`config.mk`:
```
export PLATFORM = sky130hd
export DESIGN_NAME = fdia_ctrl
export DESIGN_NICKNAME = d
export VERILOG_FILES = /design/src/fdia_pkg.sv /design/src/fdia_ctrl.sv
export SDC_FILE = /design/constraint.sdc
export NUM_CORES = 1
export LEC_CHECK = 0
export ABC_AREA = 1
export BUFFER_PORTS_ARGS = -buffer_cell sky130_fd_sc_hd__buf_2
export CAP_MARGIN = 20
export CORE_MARGIN = 2
export CORE_UTILIZATION = 30
export DETAILED_ROUTE_END_ITERATION = 10
export HOLD_SLACK_MARGIN = 0.1
export PLACE_DENSITY = 0.74
export SYNTH_ARGS = -nofsm -noshare
export SYNTH_HDL_FRONTEND = slang
export SYNTH_SLANG_ARGS = --single-unit
```
`constraint.sdc`:
```
create_clock -name i_clk -period 1.5 [get_ports i_clk]
set_input_delay 0.3 -clock i_clk [delete_from_list [all_inputs] [get_ports i_clk]]
set_output_delay 0.3 -clock i_clk [all_outputs]
set_load 0.005 [all_outputs]
```
`src/fdia_pkg.sv`:
```
// Shared types, codes and defaults for the fence deferred index allocator.
`default_nettype none

package fdia_pkg;

    localparam int unsigned INDEX_BITS_DEF    = 16;
    localparam int unsigned FREE_DEPTH_DEF    = 1024;
    localparam int unsigned RETIRED_DEPTH_DEF = 1024;
    localparam int unsigned FENCE_BITS_DEF    = 64;

    localparam int unsigned CFG_BITS        = 17;
    localparam logic [CFG_BITS-1:0] HEAP_SIZE_RESET = 17'd65536;

    typedef enum logic [1:0] {
        MODE_TRANSIENT = 2'd0,
        MODE_RETIRE    = 2'd1,
        MODE_PERMANENT = 2'd2,
        MODE_RECLAIM   = 2'd3
    } t_mode;

    typedef enum logic [2:0] {
        STAT_REUSED   = 3'd0,
        STAT_HEAP     = 3'd1,
        STAT_OVERFLOW = 3'd2,
        STAT_IGNORED  = 3'd3,
        STAT_FULL     = 3'd4,
        STAT_DONE     = 3'd5
    } t_status;

    typedef enum logic [1:0] {
        GSEL_NONE,
        GSEL_STACK,
        GSEL_BUMP
    } t_gsel;

    typedef enum logic [2:0] {
        S_IDLE,
        S_RECLAIM,
        S_GRANT,
        S_EXEC,
        S_DONE
    } t_state;

    typedef struct packed {
        t_mode       mode;
        logic [15:0] index;
        logic        index_valid;
        logic [63:0] retire_fence;
        logic [63:0] done_fence;
    } t_in_item;

    typedef struct packed {
        logic [15:0] granted_index;
        t_status     status;
        logic [10:0] reclaimed_count;
        logic [10:0] free_count;
        logic [10:0] retired_count;
    } t_out_item;

    // Commands from the controller to the datapath.
    typedef struct packed {
        logic    latch;
        logic    rcl_move;
        logic    fs_pop;
        logic    fs_push;
        logic    rq_push;
        logic    set_res;
        t_gsel   gsel;
        t_status code;
        logic    load_out;
    } t_cmd;

    // Status from the datapath to the controller.
    typedef struct packed {
        t_mode mode;
        logic  index_valid;
        logic  rfence_zero;
        logic  fill_nz;
        logic  ripe;
        logic  stack_full;
        logic  stack_empty;
        logic  rq_full;
        logic  bump_ok;
        logic  out_free;
    } t_stat;

endpackage

`default_nettype wire

```
`src/fdia_ctrl.sv`:
```
// Controller state machine that sequences each allocator item.
`default_nettype none

module fdia_ctrl
    import fdia_pkg::*;
(
    input  wire    i_clk,
    input  wire    i_rst_n,
    input  wire    i_in_valid,
    input  t_mode  i_in_mode,
    output logic   o_in_ready,
    input  t_stat  i_stat,
    output t_cmd   o_cmd
);

    t_state r_state;
    t_state n_state;

    always_ff @(posedge i_clk) begin
        if (!i_rst_n) begin
            r_state <= S_IDLE;
        end else begin
            r_state <= n_state;
        end
    end

    always_comb begin
        n_state    = r_state;
        o_in_ready = 1'b0;
        o_cmd      = '0;
        o_cmd.gsel = GSEL_NONE;
        o_cmd.code = STAT_DONE;
        unique case (r_state)
            S_IDLE: begin
                o_in_ready = 1'b1;
                if (i_in_valid) begin
                    o_cmd.latch = 1'b1;
                    if (i_in_mode == MODE_TRANSIENT || i_in_mode == MODE_RECLAIM) begin
                        n_state = S_RECLAIM;
                    end else begin
                        n_state = S_EXEC;
                    end
                end
            end
            S_RECLAIM: begin
                if (i_stat.fill_nz && i_stat.ripe && !i_stat.stack_full) begin
                    o_cmd.rcl_move = 1'b1;
                end else if (i_stat.mode == MODE_RECLAIM) begin
                    o_cmd.set_res = 1'b1;
                    if (i_stat.fill_nz && i_stat.ripe) begin
                        o_cmd.code = STAT_FULL;
                    end
                    n_state       = S_DONE;
                end else if (!i_stat.stack_empty) begin
                    o_cmd.fs_pop = 1'b1;
                    n_state      = S_GRANT;
                end else begin
                    o_cmd.set_res = 1'b1;
                    if (i_stat.bump_ok) begin
                        o_cmd.gsel = GSEL_BUMP;
                        o_cmd.code = STAT_HEAP;
                    end else begin
                        o_cmd.code = STAT_OVERFLOW;
                    end
                    n_state = S_DONE;
                end
            end
            S_GRANT: begin
                o_cmd.set_res = 1'b1;
                o_cmd.gsel    = GSEL_STACK;
                o_cmd.code    = STAT_REUSED;
                n_state       = S_DONE;
            end
            S_EXEC: begin
                o_cmd.set_res = 1'b1;
                if (i_stat.mode == MODE_RETIRE) begin
                    priority if (!i_stat.index_valid) begin
                        o_cmd.code = STAT_IGNORED;
                    end else if (i_stat.rfence_zero) begin
                        if (i_stat.stack_full) begin
                            o_cmd.code = STAT_FULL;
                        end else begin
                            o_cmd.fs_push = 1'b1;
                        end
                    end else if (i_stat.rq_full) begin
                        o_cmd.code = STAT_FULL;
                    end else begin
                        o_cmd.rq_push = 1'b1;
                    end
                end else if (i_stat.bump_ok) begin
                    o_cmd.gsel = GSEL_BUMP;
                    o_cmd.code = STAT_HEAP;
                end else begin
                    o_cmd.code = STAT_OVERFLOW;
                end
                n_state = S_DONE;
            end
            S_DONE: begin
                if (i_stat.out_free) begin
                    o_cmd.load_out = 1'b1;
                    n_state        = S_IDLE;
                end
            end
            default: begin
                n_state = S_IDLE;
            end
        endcase
    end

endmodule

`default_nettype wire

```
# --- Yosys cells after proc, flatten, opt, wreduce, memory -nomap -nowiden ---
# Cells that the tools add are included.
classes:
  eq_ne: 10
  muxes: 39
  reduce_logical: 8
ops:
  columns: ["op", "count"]
  rows:
  - ["$mux 3", 8]
  - ["$mux 1", 18]
  - ["$mux 2", 9]
  - ["$pmux 6 s3", 1]
  - ["$mux 6", 2]
  - ["$pmux 3 s4", 1]
  - ["$eq 3x2->1 const B", 2]
  - ["$ne 2x2->1 const B", 3]
  - ["$eq 2x2->1 const B", 2]
  - ["$eq 3x1->1 const B", 1]
  - ["$eq 3x3->1 const B", 1]
  - ["$logic_not 3->1", 1]
  - ["$reduce_and 3->1", 1]
  - ["$eq 2x1->1 const B", 1]
  - ["$logic_and 1x1->1", 2]
  - ["$logic_not 2->1", 1]
  - ["$reduce_or 2->1", 1]
  - ["$logic_not 1->1", 1]
  - ["$logic_or 1x1->1", 1]
totals:
  regBits: 3
  out_inout_bits: 13
  word_cells: 58

# --- Depth between registers and ports, before layout ---
# Gate-level depths: netlist of run 1.
depth:
  depth_word: 5
  mapped_depth: 7

# --- Least setup slack after synthesis of run 1 ---
# OpenSTA, ideal clock, no wires.
synth_timing:
  path_kind: "register to output"
  startpoint: "register r_state[2]"
  endpoint: "output o_cmd[3] (netlist name)"
  t_arrival_ns: 0.853
  slack_ns: 0.347
  stages_incl_launch_ff: 7
  n_path_buf: 0
  cell_sequence: "dfxtp_1 -> inv_2 -> nand3_2 -> nor2_1 -> inv_2 -> nand2_1 -> o211ai_1"
synth_lines:
  columns: ["item", "line", "source"]
  rows:
  - ["start, declared", "fdia_ctrl.sv:16", "t_state r_state;"]
  - ["start signal, assigned", "fdia_ctrl.sv:23", "r_state <= n_state;"]
  - ["end, declared", "fdia_ctrl.sv:13", "output t_cmd o_cmd"]

==> results of run 1 <==
through the flow:
stage	worst slack [ps]	util, %	total power, mW	setup TNS [ps]
final	4.46	54.8	0.471	0
after global routing	-76.4	54.8	0.518	-274
after CTS	7.99	51.1	0.458	0
after detailed placement	101	44.1	0.282	0
after global placement	111	44.1	0.278	0
after floorplan	347	-	0.210	0
logic make-up (layout without fill, tap and decap cells):
group | after synthesis | after routing | share of synthesized area (%)
buffers and inverters | 18 | 57 | 16.6
AO/OA/AOI/OAI | 4 | 4 | 6.44
flip-flops | 3 | 3 | 14.7
AND/OR/NAND/NOR | 55 | 55 | 62.3
worst paths after layout:
kind         startpoint          to  slack, ps  cells after the start
min             i_rst_n  r_state[2]        270                      3
min reg2reg  r_state[1]  r_state[1]        690                      5
max          r_state[2]    o_cmd[2]          4                      6
max reg2reg  r_state[2]  r_state[1]        440                      8
cells in the mapped netlist (all sizes together):
library cell,number
nand2,25
inv,18
nor2,16
nand3,11
dfxtp,3
nor3,3
o211ai,1
o21ai,1
o22ai,1
o31ai,1
metal layers:
metal  GRT usage [%]  vias to the layer above
met4            2.50                        0
li1                -                      325
met3            4.89                        2
met1            15.2                      248
met5               0                        -
met2            32.8                       25
critical path, delay by kind of cell (launching register included):
kind / cells / cell delay [ps]
buf+inv: 2 / 200
flops: 1 / 350
compound gates: 1 / 160
simple gates: 3 / 250
cells in the final DEF, fill, tap and decap left out, drive strengths merged:
cell type / Yosys / layout
nand3: 11 / 11
inv: 18 / 18
nor2: 16 / 16
dfxtp: 3 / 3
o22ai: 1 / 1
nor3: 3 / 3
o211ai: 1 / 1
nand2: 25 / 25
buf: 0 / 35
o21ai: 1 / 1
clkbuf: 0 / 4
o31ai: 1 / 1
power breakdown:
group | internal (mW) | switching [mW]
Sequential | 0.0899 | 0.0146
Clock | 0.0995 | 0.0395
Combinational | 0.108 | 0.120
layout make-up:
type	instances	area [um^2]	share of cell area, %
inverters	18	75.1	10.7
clock buffers	4	26.3	3.73
multi-input cells	59	320	45.5
well taps	15	18.8	2.66
flip-flops and latches	3	71.3	10.1
repair buffers	35	193	27.4
timing repair:
| action | 4_1_cts | 5_1_grt |
|---|---|---|
| endpoints found under the hold margin | 0 | 0 |
| endpoints found under the setup margin | 7 | 8 |
| pin swaps | 3 | 4 |
| gates resized for setup | 10 | 8 |
| setup buffers | 4 | 3 |
==> summary.md, run 1 <==
| Metric | Value |
|---|---|
| Die width | 40.9 um |
| Root Driver | sky130_fd_sc_hd__clkbuf_4 |
| Final Slew Violations | 0 |
| Most flops, register | r_state |
| Port Buf Inserts | 28 |
| Fraction of layout cells with a size suffix above 1 | 49.6% |
| Routed length on met3 | 85 um |
| Top Layer Used | met4 |
| Initial Util | 31.7% |
| Slowest Stage Delay on Critical Path | 350 ps |
| Sum of net half-perimeters after detailed placement | 923 um |
| Number of placement rows | 13 |
| Hold-fix buffer count after cts | 0 |
| Maximum number of pins on one net before global-route repair | 6 |
| Leakage power figure | 0.430 nW |
| Crit-path cells | inv_6 -> nand2_4 -> nor2_4 -> nand2_1 -> o22ai_1 -> buf_2 |
| Total grt overflow | 0 |
| CTS Buf Count | 3 |
| Yosys top cell area share | 21.2% |
| DRT antenna net count | 0 |
| DR vias | 600 |
| Total length of routed wires | 1.15 mm |
| Worst slew margin relative to its limit | 80.2% |
| Antenna violations before repair | 0 |
| Hold WC Path Type | input port to flip-flop |
| Post-layout instance area | 704 um^2 |
| Min Hold Slack | 275 ps |
| Via count of the first global-routing pass | 498 |
| Element type at the critical path start | flip-flop |
| Depth of the CTS H-tree | 1 |
| Registers with the most flip-flops | r_state (3) |
| Weighted congestion reported at the end of routability-driven placement | 0.683 |
| Number of hold violations in the final report | 0 |
| M1 WL | 468 um |
| Final net count | 136 |
| Layout overhead on the synthesized area | 72.7% |
| Register area share after synthesis | 14.7% |
| Maximum clock skew at final layout | 3.37 ps |
| Placed cell areas | 567 um^2 |
| Mapped Cells | 80 |
| Outcome | finished clean |
| Fill cell count | 135 |
| IO Count | 29 |
| DRC Markers | 0 |
| Dominant cells by area after synthesis | sky130_fd_sc_hd__nand2_1 (21%), sky130_fd_sc_hd__dfxtp_1 (15%), sky130_fd_sc_hd__nand3_1 (12%), sky130_fd_sc_hd__inv_1 (12%), sky130_fd_sc_hd__nor2_1 (11%) |
| RSZ-0062 raised after global routing | true |
| Distinct cell type count after synthesis | 15 |
| Mean cell area of the mapped netlist | 5.10 um^2 |
| 1st-iter DRT viols | 5 |
| Total GRT Usage | 16.0% |
| Average routed wire per standard cell | 8.57 um |
| Core area | 0.00128 mm^2 |
| Number of iterations in the first detailed-routing pass | 4 |
| Skew-Pair Late Insertion Delay | 230 ps |
| Slew @ Worst Pin | 296 ps |
| Req. time, crit path | 1200 ps |
| Sinks on the clock net | 3 |
| Critical path type | flip-flop to output port |
| Slowest cell on the critical path | sky130_fd_sc_hd__dfxtp_4 |
| Post-synth net total | 96 |
| Post-layout instance count excluding filler cells | 134 |
| Final critical-path share of the clock period | 99.7% |
| TritonCTS clock tree | yes |
| Max-cap viol count | 0 |
| PD cells | 669 mW/mm^2 |
| Wire length of the first global-routing pass | 1.79 mm |
| Data arrival time of the worst path | 1200 ps |
| Clock-pin slew on the worst setup and hold paths | 30 ps |
| Maximum frequency from static timing analysis | 669 MHz |
| CP endpoint kind | output port |
| Maximum number of buffers from clock root to sink | 2 |
| Antenna diode count | 0 |
| Summed instance area of the synthesized netlist | 408 um^2 |
| Number of placed instances, taps included | 123 |
| Final Setup Violations | 0 |
| Worst vdd ir | 0.589 mV |
| Post-route minimum period | 1500 ps |
| Average vias per placed instance | 4.48 |
| Area leader, netlist | sky130_fd_sc_hd__nand2_1 |
| Number of synthesis warnings | 0 |
| Worst-path maximum fanout | 4 |
| Number of flip-flops under the largest register name | 3 |
| Height of the chip | 40.9 um |
| Synthesis-stage register bit count | 3 |
| Length of routed met2 wiring | 584 um |
| Die Footprint | 0.00167 mm^2 |
Note: power is estimated with default switching activity, not from simulation.
==> run 2, diff against run 1 <==
- ABC_AREA: 1 -> unset
- PLACE_DENSITY: 0.74 -> 0.73
==> run 2 against run 1 <==
Against the previous run: the flow now finishes with violations (negative setup slack); wire length grew 65%; cell count shrank 3.0%; first-iteration DRC count grew to 5.4 times the previous value; largest power group unchanged.
==> summary.md, run 2 <==
| Metric | Value |
|---|---|
| Outcome | finished with violations |
| Violations in the final reports | negative setup slack |
| Post-layout instance count excluding filler cells | 130 (-3.0%) |
| Crit-path cells | and3b_2 -> o221a_1 -> or4_1 -> buf_2 |
| Fill cell count | 103 (-24%) |
| Pre-CTS WS | -187 ps (-288 ps) |
| Worst reg-to-reg path cell count | 5 (-3) |
| Primary FF master, synth | sky130_fd_sc_hd__dfxtp_1 |
| Number of iterations in the first detailed-routing pass | 4 (unchanged) |
| Data arrival time of the worst path | 1500 ps (+300 ps) |
| CTS Buf Count | 3 (unchanged) |
| 1st-iter DRT viols | 27 (+22) |
| Wire length of the first global-routing pass | 2.82 mm (+58%) |
| Total grt overflow | 0 (unchanged) |
| Placed cell areas | 704 um^2 (+24%) |
| Commonest non-fill, non-tap cells in the layout | sky130_fd_sc_hd__buf_2 (26), sky130_fd_sc_hd__buf_4 (25), sky130_fd_sc_hd__buf_6 (8) |
| RSZ-0062 raised after global routing | true |
| Post-route minimum period | 1800 ps (+308 ps) |
| Mapped Cells | 55 (-31%) |
| Fraction of layout cells with a size suffix above 1 | 69.6% (+20 points) |
| Die width | 41.4 um (+1.2%) |
| Most common library cell in the layout ignoring fill and taps | sky130_fd_sc_hd__buf_2 |
| Core area | 0.00130 mm^2 (+1.3%) |
| Hold depth | 2 (-1) |
| PD cells | 650 mW/mm^2 (-2.8%) |
| Average routed wire per standard cell | 14.6 um (+71%) |
| Number of placement rows | 13 (unchanged) |
| Via count of the first global-routing pass | 672 (+35%) |
| Summed instance area of the synthesized netlist | 419 um^2 (+2.8%) |
| Maximum clock skew at final layout | 3.97 ps (+0.596 ps) |
| Worst vdd ir | 0.452 mV (-23%) |
| Dominant cells by area after synthesis | sky130_fd_sc_hd__dfxtp_1 (14%), sky130_fd_sc_hd__nand3b_1 (5.4%), sky130_fd_sc_hd__a21oi_1 (4.8%), sky130_fd_sc_hd__mux2i_1 (4.8%), sky130_fd_sc_hd__nand2b_1 (4.5%) |
| Mean cell area of the mapped netlist | 7.62 um^2 (+49%) |
| IO Count | 29 (unchanged) |
| Leakage power figure | 0.442 nW (+2.9%) |
| Number of flip-flops under the largest register name | 3 (unchanged) |
| Post-synth net total | 71 (-26%) |
| Port Buf Inserts | 28 (unchanged) |
| Maximum number of pins on one net before global-route repair | 8 (+2) |
| Synthesis-stage register bit count | 3 (unchanged) |
| Number of placed instances, taps included | 115 (-6.5%) |
| Worst reg2reg endpoint | r_state[1] |
| Register-to-Register Setup Slack | 90 ps (-350 ps) |
| Yosys top cell area share | 14.3% (-6.8 points) |
| Total length of routed wires | 1.90 mm (+65%) |
| Height of the chip | 41.4 um (+1.2%) |
| Skew-Pair Late Insertion Delay | 240 ps (about the same) |
| DRT antenna net count | 0 (unchanged) |
| Hold-fix buffer count after cts | 0 (unchanged) |
| Number of hold violations in the final report | 0 (unchanged) |
| Final Slew Violations | 0 (unchanged) |
| Slowest Stage Delay on Critical Path | 400 ps (+50 ps) |
| Max-cap viol count | 0 (unchanged) |
| DRC Markers | 0 (unchanged) |
| Worst slew margin relative to its limit | 78.3% (-1.9 points) |
| Sum of net half-perimeters after detailed placement | 1.26 mm (+36%) |
| Weighted congestion reported at the end of routability-driven placement | 0.896 (+31%) |
| Final Setup Violations | 11 (+11) |
| Antenna diode count | 0 (unchanged) |
| Post-synthesis async set-or-reset flop share | 0% (unchanged) |
| Slowest cell on the critical path | sky130_fd_sc_hd__or4_1 |
| CP endpoint kind | output port |
| Area leader, netlist | sky130_fd_sc_hd__dfxtp_1 |
| Distinct cell type count after synthesis | 34 (+19) |
| Min setup slack post-route | -304 ps (-308 ps) |
| Post-layout instance area | 936 um^2 (+33%) |
| Registers with the most flip-flops | r_state (3) |
| Kind of cell adding the most delay to the critical path | simple AND/OR/NAND/NOR gates |
| Worst-path maximum fanout | 6 (+2) |
| Commonest cells in the synthesized netlist | sky130_fd_sc_hd__a21oi_1 (4), sky130_fd_sc_hd__nor2_1 (4) |
| Initial Util | 32.2% (+0.47 points) |
| Most flops, register | r_state |
| Antenna violations before repair | 0 (unchanged) |
| Sinks on the clock net | 3 (unchanged) |
| TritonCTS clock tree | yes |
| Critical path type | flip-flop to output port |
| Worst hold endpoint | r_state[0] |
| Final net count | 132 (-2.9%) |
| Layout overhead on the synthesized area | 123% |
| Hold WC Path Type | input port to flip-flop |
| Min-Delay Startpoint | i_rst_n |
| Register area share after synthesis | 14.3% (-0.40 points) |
| Number of buffer and inverter stages on the critical path | 1 (-1) |
| Element type at the critical path start | flip-flop |
| Clock-pin slew on the worst setup and hold paths | 40 ps (about the same) |
| Number of synthesis warnings | 0 (unchanged) |
| Maximum number of buffers from clock root to sink | 2 (unchanged) |
| Final critical-path share of the clock period | 120% (+21 points) |
| Reg2Reg Launch Point | r_state[1] |
| Slew @ Worst Pin | 324 ps (+27.8 ps) |
| Maximum frequency from static timing analysis | 554 MHz (-17%) |
| Depth of the CTS H-tree | 1 (unchanged) |
| Number of flops mapped to enable cells by yosys | 0 (unchanged) |
| Total GRT Usage | 24.8% (+8.8 points) |
| Req. time, crit path | 1200 ps (about the same) |
| Average vias per placed instance | 5.38 (+20%) |
| Root Driver | sky130_fd_sc_hd__clkbuf_4 |
| Die Footprint | 0.00171 mm^2 (+2.5%) |
| DR vias | 700 (+17%) |
==> run 2: worst max path at each step <==
stage | from | end | slack [ps] | depth (start not counted)
finish | r_state[2] | o_cmd[1] | -300 | 4
global route | r_state[2] | o_cmd[5] | -350 | 4
detailed placement | i_stat[10] | o_cmd[1] | -190 | 5
CTS | r_state[0] | o_cmd[1] | -290 | 4
floorplan | r_state[0] | o_cmd[1] | 60 | 4
global placement | i_stat[10] | o_cmd[1] | -140 | 5
==> run 2: power by group <==
part,internal (mW),total [mW],switching [mW]
sequential,0.0913,0.108,0.0168
combinational,0.209,0.356,0.147
clock,0.0998,0.144,0.0444
total,0.400,0.609,0.208
==> run 2: final cells by class <==
cell class	count	area, um^2	share of cell area, %
tap	15	18.8	2.01
sequential	3	71.3	7.62
clock buffer	4	26.3	2.81
timing repair buffer	59	408	43.6
multi-input combinational	48	408	43.6
inverter	1	3.75	0.401
==> run 2: what timing repair did <==
item                       4_1_cts  5_1_grt
resized for setup               21       11
pin swaps                        7        8
setup buffers                   10        4
setup endpoints to repair       12       14
==> run 2: worst reg2reg max path: cells and delay by family (launching register included) <==
kind	cells	cell delay, ps
buffers and inverters	2	260
AO/OA/AOI/OAI	1	170
AND/OR/NAND/NOR	2	500
flip-flops	1	360
==> run 2: layer usage <==
layer	global-route usage, %	part of all wire, %
met1	31.7	43
met2	42.6	51
met3	3.72	4.9
met4	7.26	0.74
met5	0	0
==> run 2: through the flow <==
step	util, %	setup TNS [ps]	hold WS, ps	total power, mW
final	71.9	-1660	304	0.609
after global routing	71.9	-2360	313	0.650
after CTS	68.1	-2210	296	0.585
after detailed placement	54.1	-487	538	0.346
after global placement	54.1	-333	516	0.337
after floorplan	-	0	418	0.218
==> run 2: logic make-up after synthesis <==
| logic type | after synthesis | synth area share, % |
|---|---|---|
| compound gates | 14 | 25.7 |
| flops | 3 | 14.3 |
| mux | 2 | 4.78 |
| buf+inv | 4 | 6.57 |
| xor+xnor | 1 | 2.09 |
| simple gates | 31 | 46.6 |
==> run 3, diff against run 2 <==
- CAP_MARGIN: 20 -> unset
- CORE_AREA: unset -> 2 2 39 41
- CORE_MARGIN: 2 -> unset
- CORE_UTILIZATION: 30 -> unset
- DIE_AREA: unset -> 0 0 41 43
- PLACE_DENSITY: 0.73 -> 0.76
==> run 3 against run 2 <==
Against the previous run: die area rose by 3.0%; core utilization fell by 4.3 points; the flow still finishes with violations (negative setup slack); wire length fell by 0.58%; fmax rose by 1.4%; register-to-register slack improved by 70 ps; clock-buffer cell count did not move.
==> summary.md, run 3 (synthesis results as in run 2) <==
| Metric | Value |
|---|---|
| Registers with the most flip-flops | r_state (3) |
| Number of placed instances, taps included | 114 (-0.87%) |
| CTS Buf Count | 3 (unchanged) |
| Post-layout instance area | 936 um^2 (unchanged) |
| Final critical-path share of the clock period | 119% (-1.7 points) |
| Internal power contribution | 0.399 mW (-0.19%) |
| Most common library cell in the layout ignoring fill and taps | sky130_fd_sc_hd__buf_2 |
| Critical path type | flip-flop to output port |
| Depth of the CTS H-tree | 1 (unchanged) |
| Number of hold violations in the final report | 0 (unchanged) |
| Worst-path maximum fanout | 5 (-1) |
| Final Slew Violations | 0 (unchanged) |
| Final Setup Violations | 11 (unchanged) |
| DR vias | 691 (-1.3%) |
| Number of flip-flops under the largest register name | 3 (unchanged) |
| RSZ-0062 raised after global routing | true |
| Average vias per placed instance | 5.40 (+0.26%) |
| Fill cell count | 116 (+13%) |
| Skew-Pair Late Insertion Delay | 240 ps (about the same) |
| Reported net switching power | 0.214 mW (+2.8%) |
| Height of the chip | 43 um (+3.9%) |
| Min setup slack post-route | -278 ps (+25.6 ps) |
| Outcome | finished with violations |
| Slew @ Worst Pin | 423 ps (+99.3 ps) |
| Die width | 41 um (-0.92%) |
| Fraction of layout cells with a size suffix above 1 | 71.4% (+1.9 points) |
| Leakage power figure | 0.425 nW (-3.9%) |
| Req. time, crit path | 1200 ps (about the same) |
| Initial Util | 30.3% (-1.9 points) |
| DRC Markers | 0 (unchanged) |
| Fraction of power spent switching nets | 34.9% (+0.66 points) |
| Post-layout instance count excluding filler cells | 128 (-1.5%) |
| Slowest Stage Delay on Critical Path | 450 ps (+50 ps) |
| Total length of routed wires | 1.89 mm (-0.58%) |
| Number of iterations in the first detailed-routing pass | 4 (unchanged) |
| Max-cap viol count | 0 (unchanged) |
| Violations in the final reports | negative setup slack |
| Proportion of power drawn by flip-flops and latches | 17.8% (about the same) |
| Port Buf Inserts | 28 (unchanged) |
| Weighted congestion reported at the end of routability-driven placement | 0.822 (-8.2%) |
| 1st-iter DRT viols | 10 (-63%) |
| Number of buffer and inverter stages on the critical path | 1 (unchanged) |
| Maximum number of pins on one net before global-route repair | 7 (-1) |
| Die Footprint | 0.00176 mm^2 (+3.0%) |
| IO Count | 29 (unchanged) |
| Pre-CTS WS | -167 ps (+20.0 ps) |
| Power share of the combinational group | 59.1% (+0.6 points) |
| Antenna diode count | 0 (unchanged) |
| Clock-pin slew on the worst setup and hold paths | 40 ps (about the same) |
| Average routed wire per standard cell | 14.8 um (+0.97%) |
| Number of placement rows | 14 (+1) |
| Area of the multi-input gates | 433 um^2 (+6.1%) |
| Hold WC Path Type | input port to flip-flop |
| Overall Power | 0.614 mW (+0.82%) |
| CP endpoint kind | output port |
| Maximum clock skew at final layout | 4.64 ps (+0.675 ps) |
| Total grt overflow | 0 (unchanged) |
| Length of routed met2 wiring | 1.00 mm (+2.8%) |
| Crit-path cells | or3b_4 -> a311oi_2 -> or4_1 -> buf_2 |
| Clock power frac | 23.1% (-0.6 points) |
| Layout overhead on the synthesized area | 123% (unchanged) |
| Commonest non-fill, non-tap cells in the layout | sky130_fd_sc_hd__buf_2 (26), sky130_fd_sc_hd__buf_4 (23), sky130_fd_sc_hd__buf_6 (7) |
| Sum of net half-perimeters after detailed placement | 1.09 mm (-13%) |
| Element type at the critical path start | flip-flop |
| DRT antenna net count | 0 (unchanged) |
| Root Driver | sky130_fd_sc_hd__clkbuf_4 |
| Min Hold Slack | 292 ps (-11.5 ps) |
| Slowest cell on the critical path | sky130_fd_sc_hd__or4_1 |
| Placed cell areas | 691 um^2 (-2.0%) |
| TritonCTS clock tree | yes |
| Via count of the first global-routing pass | 535 (-20%) |
| Kind of cell adding the most delay to the critical path | simple AND/OR/NAND/NOR gates |
| Sinks on the clock net | 3 (unchanged) |
| Top Layer Used | met4 |
| Final net count | 129 (-2.3%) |
| Routed length on met3 | 116 um (+23%) |
| Final standard cell utilization of the core | 67.6% (-4.3 points) |
| M1 WL | 693 um (-15%) |
| Data arrival time of the worst path | 1480 ps (-20 ps) |
| Worst slew margin relative to its limit | 71.8% (-6.5 points) |
| Sequential cell area | 71.3 um^2 (unchanged) |
| Core area | 0.00138 mm^2 (+6.3%) |
| PD cells | 656 mW/mm^2 (+0.82%) |
| Maximum frequency from static timing analysis | 562 MHz (+1.4%) |
| Worst vdd ir | 0.670 mV (+48%) |
| Antenna violations before repair | 0 (unchanged) |
| Post-route minimum period | 1780 ps (-25.6 ps) |
| Most flops, register | r_state |
| Hold-fix buffer count after cts | 0 (unchanged) |
| Maximum number of buffers from clock root to sink | 2 (unchanged) |
| Setup TNS | -1800 ps (-137 ps) |
| Total GRT Usage | 19.6% (-5.2 points) |
| Wire length of the first global-routing pass | 2.33 mm (-17%) |
run 3: layout make-up:
class,instances,share of cell area [%]
Clock buffer,4,2.81
Sequential cell,3,7.62
Timing Repair Buffer,56,40.8
Tap cell,16,2.14
Inverter,1,0.401
Multi-Input combinational cell,48,46.3
run 3: metal layers:
metal / GRT usage [%] / up-vias
met5: 0 / -
met4: 6.00 / 0
met3: 7.85 / 6
met2: 32.2 / 38
met1: 22.0 / 318
li1: - / 329
run 3: power groups by stage:
stage / registers, mW / clock network [mW] / logic, mW
after floorplan: 0.0965 / 0 / 0.121
after global placement: 0.106 / 0 / 0.224
after detailed placement: 0.107 / 0 / 0.228
after CTS: 0.107 / 0.149 / 0.283
after global routing: 0.110 / 0.165 / 0.384
final: 0.109 / 0.142 / 0.362
run 3: timing repair:
action,in CTS,in global routing
pin swaps,6,4
resized for setup,16,18
cloned,0,0
endpoints found under the setup margin,12,12
setup buffers,4,7
run 3: path summary, 6_finish.rpt:
check | from | to | slack [ps] | cells past startpoint
setup / recovery | r_state[0] | o_cmd[1] | -280 | 4
hold / removal | i_rst_n | r_state[0] | 290 | 2
hold reg to reg | r_state[2] | r_state[1] | 810 | 4
setup reg to reg | r_state[1] | r_state[0] | 160 | 7
